--- config.mk ---
export PLATFORM = sky130hd
export DESIGN_NAME = xor_checked_frame_receiver
export DESIGN_NICKNAME = d
export VERILOG_FILES = /design/src/hw/rtl/xcfr_pkg.sv /design/src/hw/rtl/xcfr_cfg.sv /design/src/hw/rtl/xcfr_parse.sv /design/src/hw/rtl/xcfr_replay.sv /design/src/hw/rtl/xor_checked_frame_receiver.sv
export SDC_FILE = /design/constraint.sdc
export NUM_CORES = 1
export LEC_CHECK = 0
export ABC_AREA = 1
export ABC_CLOCK_PERIOD_IN_PS = 3650
export BUFFER_PORTS_ARGS = -buffer_cell sky130_fd_sc_hd__buf_4
export CORE_ASPECT_RATIO = 0.6
export CORE_MARGIN = 3
export CORE_UTILIZATION = 50
export CTS_BUF_LIST = sky130_fd_sc_hd__clkbuf_2
export DETAILED_ROUTE_END_ITERATION = 8
export PLACE_DENSITY = 0.66
export SETUP_SLACK_MARGIN = 0.15
export SYNTH_ARGS = -nofsm -noshare
export SYNTH_HDL_FRONTEND = slang
export SYNTH_HIERARCHICAL = 1
export SYNTH_SLANG_ARGS = --single-unit
export TNS_END_PERCENT = 50
--- constraint.sdc ---
create_clock -name i_clk -period 3.65 [get_ports i_clk]
set_input_delay 0.1825 -clock i_clk [delete_from_list [all_inputs] [get_ports i_clk]]
set_output_delay 0.1825 -clock i_clk [all_outputs]
set_load 0.005 [all_outputs]
--- src/hw/rtl/xcfr_pkg.sv ---
`default_nettype none

package xcfr_pkg;

    localparam int MaxFrame = 16;
    localparam int HeadLen  = 3;
    localparam int TailLen  = 2;
    localparam int OutCap   = 16;

    localparam int FillW = $clog2(MaxFrame + 1);
    localparam int AddrW = $clog2(MaxFrame);

    localparam int StoreLim = MaxFrame - HeadLen - TailLen;
    localparam int OutLim   = OutCap - HeadLen - TailLen;
    localparam int LenLim   = (StoreLim < OutLim) ? StoreLim : OutLim;
    localparam logic [3:0] LenCap = 4'(LenLim);

    localparam logic [1:0] RegStart  = 2'd0;
    localparam logic [1:0] RegEnd    = 2'd1;
    localparam logic [1:0] RegMaxLen = 2'd2;

    typedef struct packed {
        logic [7:0] start_marker;
        logic [7:0] end_marker;
        logic [3:0] max_len;
    } t_cfg;

    typedef struct packed {
        logic             en;
        logic [AddrW-1:0] addr;
        logic [7:0]       data;
    } t_wr;

    typedef struct packed {
        logic             go;
        logic [FillW-1:0] cnt;
    } t_start;

endpackage

`default_nettype wire

--- src/hw/rtl/xcfr_cfg.sv ---
`default_nettype none

module xcfr_cfg (
    input  logic          i_clk,
    input  logic          i_rst_n,
    input  logic          psel,
    input  logic          penable,
    input  logic          pwrite,
    input  logic [3:0]    paddr,
    input  logic [31:0]   pwdata,
    output logic [31:0]   prdata,
    output logic          pready,
    output xcfr_pkg::t_cfg o_cfg
);
    import xcfr_pkg::*;

    logic [1:0] reg_idx;
    logic       wr_en;
    logic [7:0] r_start;
    logic [7:0] r_end;
    logic [3:0] r_max_len;

    assign reg_idx = paddr[3:2];
    assign pready  = 1'b1;
    assign wr_en   = psel & penable & pwrite & pready;

    always_ff @(posedge i_clk) begin
        if (!i_rst_n) begin
            r_start   <= 8'd170;
            r_end     <= 8'd85;
            r_max_len <= 4'd10;
        end else if (wr_en) begin
            case (reg_idx)
                RegStart:  r_start   <= pwdata[7:0];
                RegEnd:    r_end     <= pwdata[7:0];
                RegMaxLen: r_max_len <= pwdata[3:0];
                default: ;
            endcase
        end
    end

    always_comb begin
        case (reg_idx)
            RegStart:  prdata = {24'd0, r_start};
            RegEnd:    prdata = {24'd0, r_end};
            RegMaxLen: prdata = {28'd0, r_max_len};
            default:   prdata = 32'd0;
        endcase
    end

    assign o_cfg.start_marker = r_start;
    assign o_cfg.end_marker   = r_end;
    assign o_cfg.max_len      = r_max_len;

endmodule

`default_nettype wire

--- src/hw/rtl/xcfr_parse.sv ---
`default_nettype none

module xcfr_parse (
    input  logic              i_clk,
    input  logic              i_rst_n,
    input  logic              i_accept,
    input  logic [7:0]        i_byte,
    input  xcfr_pkg::t_cfg    i_cfg,
    output xcfr_pkg::t_wr     o_wr,
    output xcfr_pkg::t_start  o_start
);
    import xcfr_pkg::*;

    localparam logic [2:0] PhHunt    = 3'd0;
    localparam logic [2:0] PhType    = 3'd1;
    localparam logic [2:0] PhLen     = 3'd2;
    localparam logic [2:0] PhPayload = 3'd3;
    localparam logic [2:0] PhCheck   = 3'd4;
    localparam logic [2:0] PhEnd     = 3'd5;

    logic [2:0]       r_phase, n_phase;
    logic [FillW-1:0] r_fill, n_fill;
    logic [3:0]       r_len, n_len;
    logic [7:0]       r_xor, n_xor;
    logic [7:0]       r_check, n_check;
    logic [3:0]       limit;
    logic             store;
    logic [FillW-1:0] wr_pos;
    logic             room;

    assign limit = (i_cfg.max_len > LenCap) ? LenCap : i_cfg.max_len;
    assign room  = (wr_pos < FillW'(MaxFrame));

    always_comb begin
        n_phase = r_phase;
        n_fill  = r_fill;
        n_len   = r_len;
        n_xor   = r_xor;
        n_check = r_check;
        store   = 1'b0;
        wr_pos  = r_fill;
        o_start = '0;
        if (i_accept) begin
            case (r_phase)
                PhType: begin
                    store   = 1'b1;
                    n_xor   = r_xor ^ i_byte;
                    n_phase = PhLen;
                end
                PhLen: begin
                    if (i_byte > {4'd0, limit}) begin
                        n_phase = PhHunt;
                    end else begin
                        store   = 1'b1;
                        n_xor   = r_xor ^ i_byte;
                        n_len   = i_byte[3:0];
                        n_phase = (i_byte != 8'd0) ? PhPayload : PhCheck;
                    end
                end
                PhPayload: begin
                    store = 1'b1;
                    n_xor = r_xor ^ i_byte;
                end
                PhCheck: begin
                    store   = 1'b1;
                    n_check = i_byte;
                    n_phase = PhEnd;
                end
                PhEnd: begin
                    store   = 1'b1;
                    n_phase = PhHunt;
                end
                default: begin
                    n_phase = PhHunt;
                    if (i_byte == i_cfg.start_marker) begin
                        store   = 1'b1;
                        wr_pos  = '0;
                        n_fill  = '0;
                        n_len   = '0;
                        n_check = '0;
                        n_xor   = i_byte;
                        n_phase = PhType;
                    end
                end
            endcase
            if (store && (wr_pos < FillW'(MaxFrame))) begin
                n_fill = wr_pos + 1'b1;
            end
            if (r_phase == PhPayload &&
                n_fill >= FillW'(HeadLen) + FillW'(r_len)) begin
                n_phase = PhCheck;
            end
            if (r_phase == PhEnd && i_byte == i_cfg.end_marker && r_check == r_xor) begin
                o_start.go  = 1'b1;
                o_start.cnt = (n_fill > FillW'(OutCap)) ? FillW'(OutCap) : n_fill;
            end
        end
    end

    assign o_wr.en   = store & room;
    assign o_wr.addr = wr_pos[AddrW-1:0];
    assign o_wr.data = i_byte;

    always_ff @(posedge i_clk) begin
        if (!i_rst_n) begin
            r_phase <= PhHunt;
            r_fill  <= '0;
            r_len   <= '0;
            r_xor   <= '0;
            r_check <= '0;
        end else begin
            r_phase <= n_phase;
            r_fill  <= n_fill;
            r_len   <= n_len;
            r_xor   <= n_xor;
            r_check <= n_check;
        end
    end

endmodule

`default_nettype wire

--- src/hw/rtl/xcfr_replay.sv ---
`default_nettype none

module xcfr_replay (
    input  logic              i_clk,
    input  logic              i_rst_n,
    input  xcfr_pkg::t_wr     i_wr,
    input  xcfr_pkg::t_start  i_start,
    input  logic              i_out_ready,
    output logic              o_busy,
    output logic              o_out_valid,
    output logic [7:0]        o_out_byte,
    output logic [3:0]        o_out_pos,
    output logic              o_out_last
);
    import xcfr_pkg::*;

    logic [7:0]       mem [MaxFrame];
    logic [7:0]       r_rdata;
    logic             r_active, n_active;
    logic [FillW-1:0] r_idx, n_idx;
    logic [FillW-1:0] r_cnt;
    logic             r_pend, n_pend;
    logic [FillW-1:0] r_pos;
    logic             r_out_valid;
    logic [7:0]       r_out_byte;
    logic [3:0]       r_out_pos;
    logic             r_out_last;
    logic             out_free;
    logic             load;
    logic             issue;

    assign out_free = !r_out_valid || i_out_ready;
    assign load     = r_pend && out_free;
    assign issue    = r_active && (r_idx < r_cnt) && (!r_pend || load);

    always_comb begin
        n_idx    = issue ? r_idx + 1'b1 : r_idx;
        n_pend   = issue | (r_pend & ~load);
        n_active = r_active && !(n_idx == r_cnt && !n_pend);
    end

    always_ff @(posedge i_clk) begin
        if (i_wr.en) begin
            mem[i_wr.addr] <= i_wr.data;
        end
        if (issue) begin
            r_rdata <= mem[r_idx[AddrW-1:0]];
            r_pos   <= r_idx;
        end
        if (load) begin
            r_out_byte <= r_rdata;
            r_out_pos  <= r_pos[3:0];
            r_out_last <= (r_pos + 1'b1 == r_cnt);
        end
        if (i_start.go) begin
            r_cnt <= i_start.cnt;
        end
    end

    always_ff @(posedge i_clk) begin
        if (!i_rst_n) begin
            r_active    <= 1'b0;
            r_idx       <= '0;
            r_pend      <= 1'b0;
            r_out_valid <= 1'b0;
        end else begin
            if (i_start.go) begin
                r_active <= 1'b1;
                r_idx    <= '0;
                r_pend   <= 1'b0;
            end else begin
                r_active <= n_active;
                r_idx    <= n_idx;
                r_pend   <= n_pend;
            end
            if (load) begin
                r_out_valid <= 1'b1;
            end else if (i_out_ready) begin
                r_out_valid <= 1'b0;
            end
        end
    end

    assign o_busy      = r_active;
    assign o_out_valid = r_out_valid;
    assign o_out_byte  = r_out_byte;
    assign o_out_pos   = r_out_pos;
    assign o_out_last  = r_out_last;

endmodule

`default_nettype wire

--- src/hw/rtl/xor_checked_frame_receiver.sv ---
// Channel   Dir  Payload                                        Transfer
// s_axis    in   tdata[7:0] rx_byte                             tvalid & tready
// m_axis    out  tdata[7:0] frame_byte, [11:8] byte_position;   tvalid & tready
//                tlast last_byte
// apb       in   regs 0x0 start_marker, 0x4 end_marker,         psel&penable&pwrite
//                0x8 max_payload_len
//
// Receive: one byte per cycle while no frame replays; each frame byte is written to the
// frame buffer in the same cycle. Replay: after a good end marker, one stored byte per
// cycle while m_axis is ready, via a buffer read register; input is blocked meanwhile.
// Reset is synchronous, active low; the frame buffer holds no reset value.
// A stalled m_axis holds the output register and the replay; s_axis reopens as soon
// as the last byte sits in the output register.
`default_nettype none

module xor_checked_frame_receiver (
    input  logic        i_clk,
    input  logic        i_rst_n,
    input  logic        s_axis_tvalid,
    output logic        s_axis_tready,
    input  logic [7:0]  s_axis_tdata,   // [7:0] rx_byte
    output logic        m_axis_tvalid,
    input  logic        m_axis_tready,
    output logic [15:0] m_axis_tdata,   // [7:0] frame_byte, [11:8] byte_position, zeros
    output logic        m_axis_tlast,
    input  logic        psel,
    input  logic        penable,
    input  logic        pwrite,
    input  logic [3:0]  paddr,
    input  logic [31:0] pwdata,
    output logic [31:0] prdata,
    output logic        pready
);
    import xcfr_pkg::*;

    t_cfg       cfg;
    t_wr        wr;
    t_start     start;
    logic       busy;
    logic       accept;
    logic [7:0] out_byte;
    logic [3:0] out_pos;

    assign s_axis_tready = !busy;
    assign accept        = s_axis_tvalid & s_axis_tready;

    xcfr_cfg u_cfg (
        .i_clk   (i_clk),
        .i_rst_n (i_rst_n),
        .psel    (psel),
        .penable (penable),
        .pwrite  (pwrite),
        .paddr   (paddr),
        .pwdata  (pwdata),
        .prdata  (prdata),
        .pready  (pready),
        .o_cfg   (cfg)
    );

    xcfr_parse u_parse (
        .i_clk    (i_clk),
        .i_rst_n  (i_rst_n),
        .i_accept (accept),
        .i_byte   (s_axis_tdata),
        .i_cfg    (cfg),
        .o_wr     (wr),
        .o_start  (start)
    );

    xcfr_replay u_replay (
        .i_clk       (i_clk),
        .i_rst_n     (i_rst_n),
        .i_wr        (wr),
        .i_start     (start),
        .i_out_ready (m_axis_tready),
        .o_busy      (busy),
        .o_out_valid (m_axis_tvalid),
        .o_out_byte  (out_byte),
        .o_out_pos   (out_pos),
        .o_out_last  (m_axis_tlast)
    );

    assign m_axis_tdata = {4'd0, out_pos, out_byte};

endmodule

`default_nettype wire

Word level (Yosys, flattened, before mapping)
Memories as Yosys holds them, arrays and structs flattened. A register that Yosys moved wholly into a read port is not among the register bits.
Cells that the tools add are included.
{"block": "totals", "ram_bits": 128, "regBits": 79, "n_memories": 1, "inputBits": 51}
{"block": "op_classes", "reduce_logical": 37, "bitwise": 14, "eq_ne": 14, "muxes": 35, "add_sub_neg": 4, "n_lt_le_gt_ge": 7}
{"memory": "u_replay.mem", "words": 16, "width": 8, "read_ports": 1, "rd_ports_with_merged_regs": 1, "wr": 1, "line_no": "xcfr_replay.sv:17", "rtl": "logic [7:0] mem [MaxFrame];"}
{"operator": "$pmux 8 s3", "n": 2}
{"operator": "$mux 5", "n": 8}
{"operator": "$eq 8x8->1", "n": 3}
{"operator": "$mux 8", "n": 3}
{"operator": "$pmux 8 s2", "n": 1}
{"operator": "$add 5x1->5 const B", "n": 3}
{"operator": "$pmux 3 s5", "n": 1}
{"operator": "$mux 4", "n": 3}
{"operator": "$mux 6", "n": 2}
{"operator": "$eq 5x5->1", "n": 2}
{"operator": "$lt 5x5->1 const B", "n": 2}
{"operator": "$mux 1", "n": 10}
{"operator": "$reduce_and 2->1", "n": 5}
{"operator": "$logic_and 1x1->1", "n": 9}
{"operator": "$mux 3", "n": 3}
{"operator": "$gt 8x4->1", "n": 1}
{"operator": "$pmux 4 s2", "n": 1}
{"operator": "$reduce_and 4->1", "n": 2}
{"operator": "$reduce_bool 8->1", "n": 1}
{"operator": "$reduce_or 4->1", "n": 2}
{"operator": "$xor 8x8->8", "n": 1}
{"operator": "$not 1->1", "n": 7}
{"operator": "$eq 3x2->1 const B", "n": 2}
{"operator": "$eq 3x3->1 const B", "n": 2}
{"operator": "other kinds (21)", "n": 35}

Depth between registers and ports, before layout
{"block": "depth", "depth_word": 14, "mapped_depth": 26, "depth_no_buf": 26}

By module
The synthesis kept the hierarchy.
{"mod": "xcfr_replay", "cells_per_inst": 489, "n_inst": 1, "area_each_um2": 6754.0, "seq_area_each_um2": 4934.7}
{"mod": "xcfr_parse", "cells_per_inst": 344, "n_inst": 1, "area_each_um2": 2292.2, "seq_area_each_um2": 560.5}
{"mod": "xcfr_cfg", "cells_per_inst": 168, "n_inst": 1, "area_each_um2": 1163.6, "seq_area_each_um2": 400.4}
{"mod": "xor_checked_frame_receiver", "cells_per_inst": 8, "n_inst": 1, "area_each_um2": 47.5, "seq_area_each_um2": 0.0}

Worst setup path before layout
OpenSTA, ideal clock, no wires.
{"block": "synth_path", "path_kind": "reg2reg", "start": "reg u_parse.r_phase[1]", "end": "reg u_parse.r_phase[1]", "t_required_ns": 3.518, "stages_incl_launch_ff": 22, "setup_slack_ns": 0.897, "setup_time_ns": 0.132, "arrival_ns": 2.621, "path_buffers": 0, "cell_sequence": "dfxtp_1 inv_1 ha_1 nand2_1 inv_2 nand3_4 nand2_1 inv_1 ha_1 nand2_1 o21ai_0 ha_1 a21oi_1 or2_2 nand2_1 clkinv_1 nand2_1 nand2_1 nand2_2 nand2_2 nand2_1 a21oi_2"}
{"block": "synth_between", "elab_chain_len": 12, "elab_cells_between_ends": 22, "cone_classes": "add/sub (1); order compare (2); eq/ne (6); mux (8); reduce/logical (5)"}
{"element": "start, declared", "line_no": "xcfr_parse.sv:21", "rtl": "logic [2:0] r_phase, n_phase;"}
{"element": "start signal, assigned", "line_no": "xcfr_parse.sv:106", "rtl": "r_phase <= PhHunt;"}
{"element": "start signal, assigned", "line_no": "xcfr_parse.sv:112", "rtl": "r_phase <= n_phase;"}
{"element": "$eq 3x1->1 (tied with other cells)", "line_no": "xcfr_parse.sv:44", "rtl": "case (r_phase)"}
{"element": "$reduce_or 5->1 (no source line)"}
{"element": "$mux 5", "line_no": "xcfr_parse.sv:44"}
{"element": "$mux 5", "line_no": "xcfr_parse.sv:43", "rtl": "if (i_accept) begin"}
{"element": "$lt 5x5->1", "line_no": "xcfr_parse.sv:86", "rtl": "if (store && (wr_pos < FillW'(MaxFrame))) begin"}
{"element": "$logic_and 1x1->1", "line_no": "xcfr_parse.sv:86"}
{"element": "$mux 5", "line_no": "xcfr_parse.sv:86"}
{"element": "$mux 5", "line_no": "xcfr_parse.sv:43"}
{"element": "$ge 5x5->1", "line_no": "xcfr_parse.sv:90", "rtl": "n_fill >= FillW'(HeadLen) + FillW'(r_len)) begin"}
{"element": "$logic_and 1x1->1", "line_no": "xcfr_parse.sv:89", "rtl": "if (r_phase == PhPayload &&"}
{"element": "$ne 2x2->1 (no source line)"}
{"element": "$reduce_and 2->1 (no source line)"}
Several ways; a longest one is shown, not always the timed one. The select of a mux whose other input is x is not followed.
A chain may end at the register's enable or synchronous reset.

Worst setup path in the final report
{"block": "layout_path", "start": "reg u_cfg.r_max_len[3]", "end": "reg u_parse.r_phase[1]"}
{"block": "layout_between", "elab_chain_len": 13, "elab_cells_between_ends": 16, "cone_classes": "order compare (3); eq/ne (1); mux (9); reduce/logical (3)"}
{"element": "start, declared", "line_no": "xcfr_cfg.sv:21", "rtl": "logic [3:0] r_max_len;"}
{"element": "start signal, assigned", "line_no": "xcfr_cfg.sv:36", "rtl": "RegMaxLen: r_max_len <= pwdata[3:0];"}
{"element": "$gt 4x4->1", "line_no": "xcfr_parse.sv:31", "rtl": "assign limit = (i_cfg.max_len > LenCap) ? LenCap : i_cfg.max_len;"}
{"element": "$mux 4 (*)", "line_no": "xcfr_parse.sv:31"}
{"element": "$gt 8x4->1 (*)", "line_no": "xcfr_parse.sv:51", "rtl": "if (i_byte > {4'd0, limit}) begin"}
{"element": "$mux 1", "line_no": "xcfr_parse.sv:51"}
{"element": "$pmux 1 s2", "line_no": "xcfr_parse.sv:44"}
{"element": "$mux 1", "line_no": "xcfr_parse.sv:43"}
{"element": "$logic_and 1x1->1", "line_no": "xcfr_parse.sv:86"}
{"element": "$mux 5", "line_no": "xcfr_parse.sv:86"}
{"element": "$mux 5", "line_no": "xcfr_parse.sv:43"}
{"element": "$ge 5x5->1", "line_no": "xcfr_parse.sv:90"}
{"element": "$logic_and 1x1->1", "line_no": "xcfr_parse.sv:89"}
{"element": "$ne 2x2->1 (no source line)"}
{"element": "$reduce_and 2->1 (no source line)"}
Every way passes the cells marked *; elsewhere a longest branch is shown, timed or not. The select of a mux whose other input is x is not followed.

==> impl_metrics.toml <==
[route]
drt_wl_total_mm = 25.09
drc = 0
dr.pass1.iters = 5
antenna_left = 0
detail_route.wl_per_cell_um = 17.46
vias_per_cell = 5.328
drt_iter0_drc = 897
vias = 7656

[clock_tree]
cts.path.max_buffers = 3
htreeDepth = 2
root_buffer = "clkbuf_2"
cts_setup_buffers = 0
cts_sinks = 215
clkLatencyLatePin_ps = 800
cts_tree = "yes"
numCtsBuffers = 49
path_clk_slew_ps = 130

[yosys]
synth_top_family_by_area = "simple AND/OR/NAND/NOR gates"
synth.most_common_cell = "nand2_1"
synthMuxAreaShare_pct = 2.732
synthArstFlopShare_pct = 0
syn_area_um2 = 10260
yosys_register_bits = 215
yosys.area_share.simple_pct = 18.79
synth-main-ff-cell = "edfxtp_1"
ys_seq_area_share_pct = 57.48
synth_edf_count = 159
ys_top_cells_by_area = "edfxtp_1 47%, dfxtp_1 11%, nand2_1 6.9%, nor2_1 3.8%, nand3_1 3.4%"
synth_compound_area_share_pct = 8.783
synthXorXnorAreaFrac_pct = 2.110
postSynthCellCount = 1009
synth_top_area_share_pct = 46.55
synth-adder-area-share_pct = 2.074
yosys.area.top_type = "edfxtp_1"
synthDistinctLibCells = 49
yosys_warnings = 6
synth.avg_cell_area_um2 = 10.17
synth_common_cells = "188 x nand2_1, 159 x edfxtp_1, 104 x nor2_1, 80 x inv_1, 70 x nand3_1"

[sta]
rsz0062_at_grt = "no"
setup_tns_ps = 0
skew_ps = 46.93
hold_viol_final = 0
worst_pin_slew_ps = 972.0
hold_slack_ps = 259.6
layout_min_cycle_time_ps = 3173
max-slew-margin-rel_pct = 34.96
slew_viol_final = 0
fin_crit_sh_pct = 86.94
max_freq_mhz = 315.1
setup_viol_count_final = 0

[global_route]
antenna_found_initial = 0
grt_pass1_wl_mm = 38.13
grt.total_usage_pct = 22.42
grt_overflow = 0
first_global_vias = 6894
grt_max_degree = 70

[setup_path]
cp_slowest_cell = "dfxtp_2"
timing.rr.end = "u_parse/r_phase[1]"
path_common_cell = "nand2_1"
crit_fanout = 5
rrSetupSlack_ps = 480
criticalPathCategory = "flip-flop to flip-flop"
cp.arrival_ps = 3870
cp_slowest_stage_delay_ps = 370
worst_setup_path_end_kind = "flip-flop"
r2r_start = "u_cfg/r_max_len[3]"
required_ps = 4340
startpoint = "u_cfg/r_max_len[3]"
startpoint_type = "flip-flop"
reg2regPathDepth = 25

[run]
max_cap_violations = 0

[die]
fp.dieH_um = 116.9
io_pins = 103
initial_core_util_pct = 52.42
die_w_um = 190.9
core_area_um2 = 19570
design.die.area_um2 = 22330
fp-row-count = 39

[run_status]
outcome = "finished, final reports clean"

[finish]
final_nets = 1205
drive_above_1_share_pct = 18.27
area_growth_pct = 14.64
n_antenna_cell = 0
final_area_um2 = 11760

[hold_path]
hold_end = "u_parse/r_xor[0]"
hold_path_depth = 3
hp-class = "primary input to flip-flop"
hp-start = "s_axis_tdata[0]"

[power]
finalPower_mw = 4.547
ir_worst_vdd_v = 0.0002146
powerDensity_nw_per_um2 = 386.7
leakage_nw = 4.535

[placement]
io_buffers = 47
hpwl_mm = 16.30
globalplace.congestion = 0.9060
place_area_um2 = 10790
-- critical path: cells and delay by family, from the launching register on --
| family | cells | cell delay, ps |
|---|---|---|
| adder cells (fa/ha/maj) | 2 | 570 |
| AO/OA/AOI/OAI | 4 | 630 |
| flip-flops | 1 | 370 |
| buffers and inverters | 4 | 230 |
| XOR/XNOR | 1 | 220 |
| AND/OR/NAND/NOR | 14 | 1080 |
-- what timing repair did --
item | 4_1_cts | 5_1_grt
endpoints found under the setup margin | 0 | 3
hold buffers | 48 | 0
resized for setup | 0 | 4
endpoints found under the hold margin | 192 | 0
-- through the flow --
stage          setup slack (ps)  utilization, %  std cells
2_1_floorplan             896.9               -       1035
3_3_place_gp              536.0           55.16       1304
3_5_place_dp              381.1           55.16       1304
4_1_cts                   369.8           59.98       1437
5_1_grt                   162.9           60.09       1437
6_report                  476.9           60.09       1437
-- flip-flops by register name, summed over array words and instances, names as in the netlist, 4 cells and up --
register,cells
u_replay/r_idx,5
u_cfg/r_end,8
u_replay/o_out_byte,8
u_parse/r_check,8
u_cfg/r_start,8
u_replay/o_out_pos,4
u_cfg/r_max_len,4
u_replay/r_rdata,8
u_replay/mem,128
u_replay/r_pos,5
u_parse/r_xor,8
u_replay/r_cnt,5
u_parse/r_fill,5
u_parse/r_len,4
-- worst max-delay path by stage --
| stage | endpoint | slack [ps] | cells past startpoint |
|---|---|---|---|
| detailed placement | u_parse/r_phase[1] | 380 | 25 |
| floorplan | u_parse/r_phase[1] | 900 | 21 |
| global placement | u_parse/r_phase[0] | 540 | 25 |
| global route | u_parse/r_phase[1] | 160 | 25 |
| CTS | u_parse/r_phase[1] | 370 | 25 |
| finish | u_parse/r_phase[1] | 480 | 25 |
-- layer usage --
layer	track usage, %	up-vias	routed length [um]
li1	-	3692	-
met1	35.69	3602	12520
met2	29.18	321	9486
met3	6.786	41	2678
met4	5.911	0	408
met5	0	-	0
-- layout make-up --
type                    instances  area [um2]
inverters                      95       356.6
clock inverters                12       97.59
clock buffers                  73       365.4
flip-flops and latches        215        5901
fillers                      1652        7809
well taps                     266       332.8
repair buffers                121        1041
multi-input cells             655        3665
-- cell families after synthesis --
group / count (synthesis)
AOI/OAI and AO/OA: 138
xor gates and xnor gates: 23
adders and majority gates: 17
buffers and inverters: 165
DFF: 215
muxes: 28
other: 3
and+or+nand+nor: 420
-- placed cells by master, fill, tap and decap left out, types with 3 or more instances in the layout --
| master | instances |
|---|---|
| mux2i_1 | 28 |
| o221ai_1 | 28 |
| nand4_1 | 3 |
| o22ai_1 | 13 |
| inv_1 | 80 |
| dfxtp_1 | 52 |
| nor4_1 | 3 |
| nand2_2 | 12 |
| inv_2 | 11 |
| ha_1 | 17 |
| xor2_1 | 9 |
| conb_1 | 29 |
| nand3_2 | 4 |
| o211ai_1 | 4 |
| nand2_1 | 188 |
| nor3_1 | 4 |
| or2_2 | 8 |
| nor2_1 | 104 |
| a22o_1 | 4 |
| dfxtp_2 | 4 |
| nand3b_1 | 3 |
| clkbuf_2 | 73 |
| o32ai_1 | 3 |
| a41oi_1 | 3 |
| clkinv_1 | 14 |
| a21oi_1 | 27 |
| nor2_4 | 10 |
| edfxtp_1 | 159 |
| nand3_1 | 70 |
| nor2_2 | 4 |
| a21oi_2 | 3 |
| buf_4 | 72 |
| xnor2_1 | 11 |
| o21ai_0 | 46 |
| dlygate4sd3_1 | 48 |
-- where the power goes --
part | leakage, nW | internal [mW] | switching (mW) | total, mW
clock network | 0.350 | 0.668 | 0.923 | 1.59
registers | 1.89 | 2.63 | 0.0155 | 2.65
logic | 2.30 | 0.114 | 0.196 | 0.310
No activity file was read; power rests on OpenSTA's default activity.
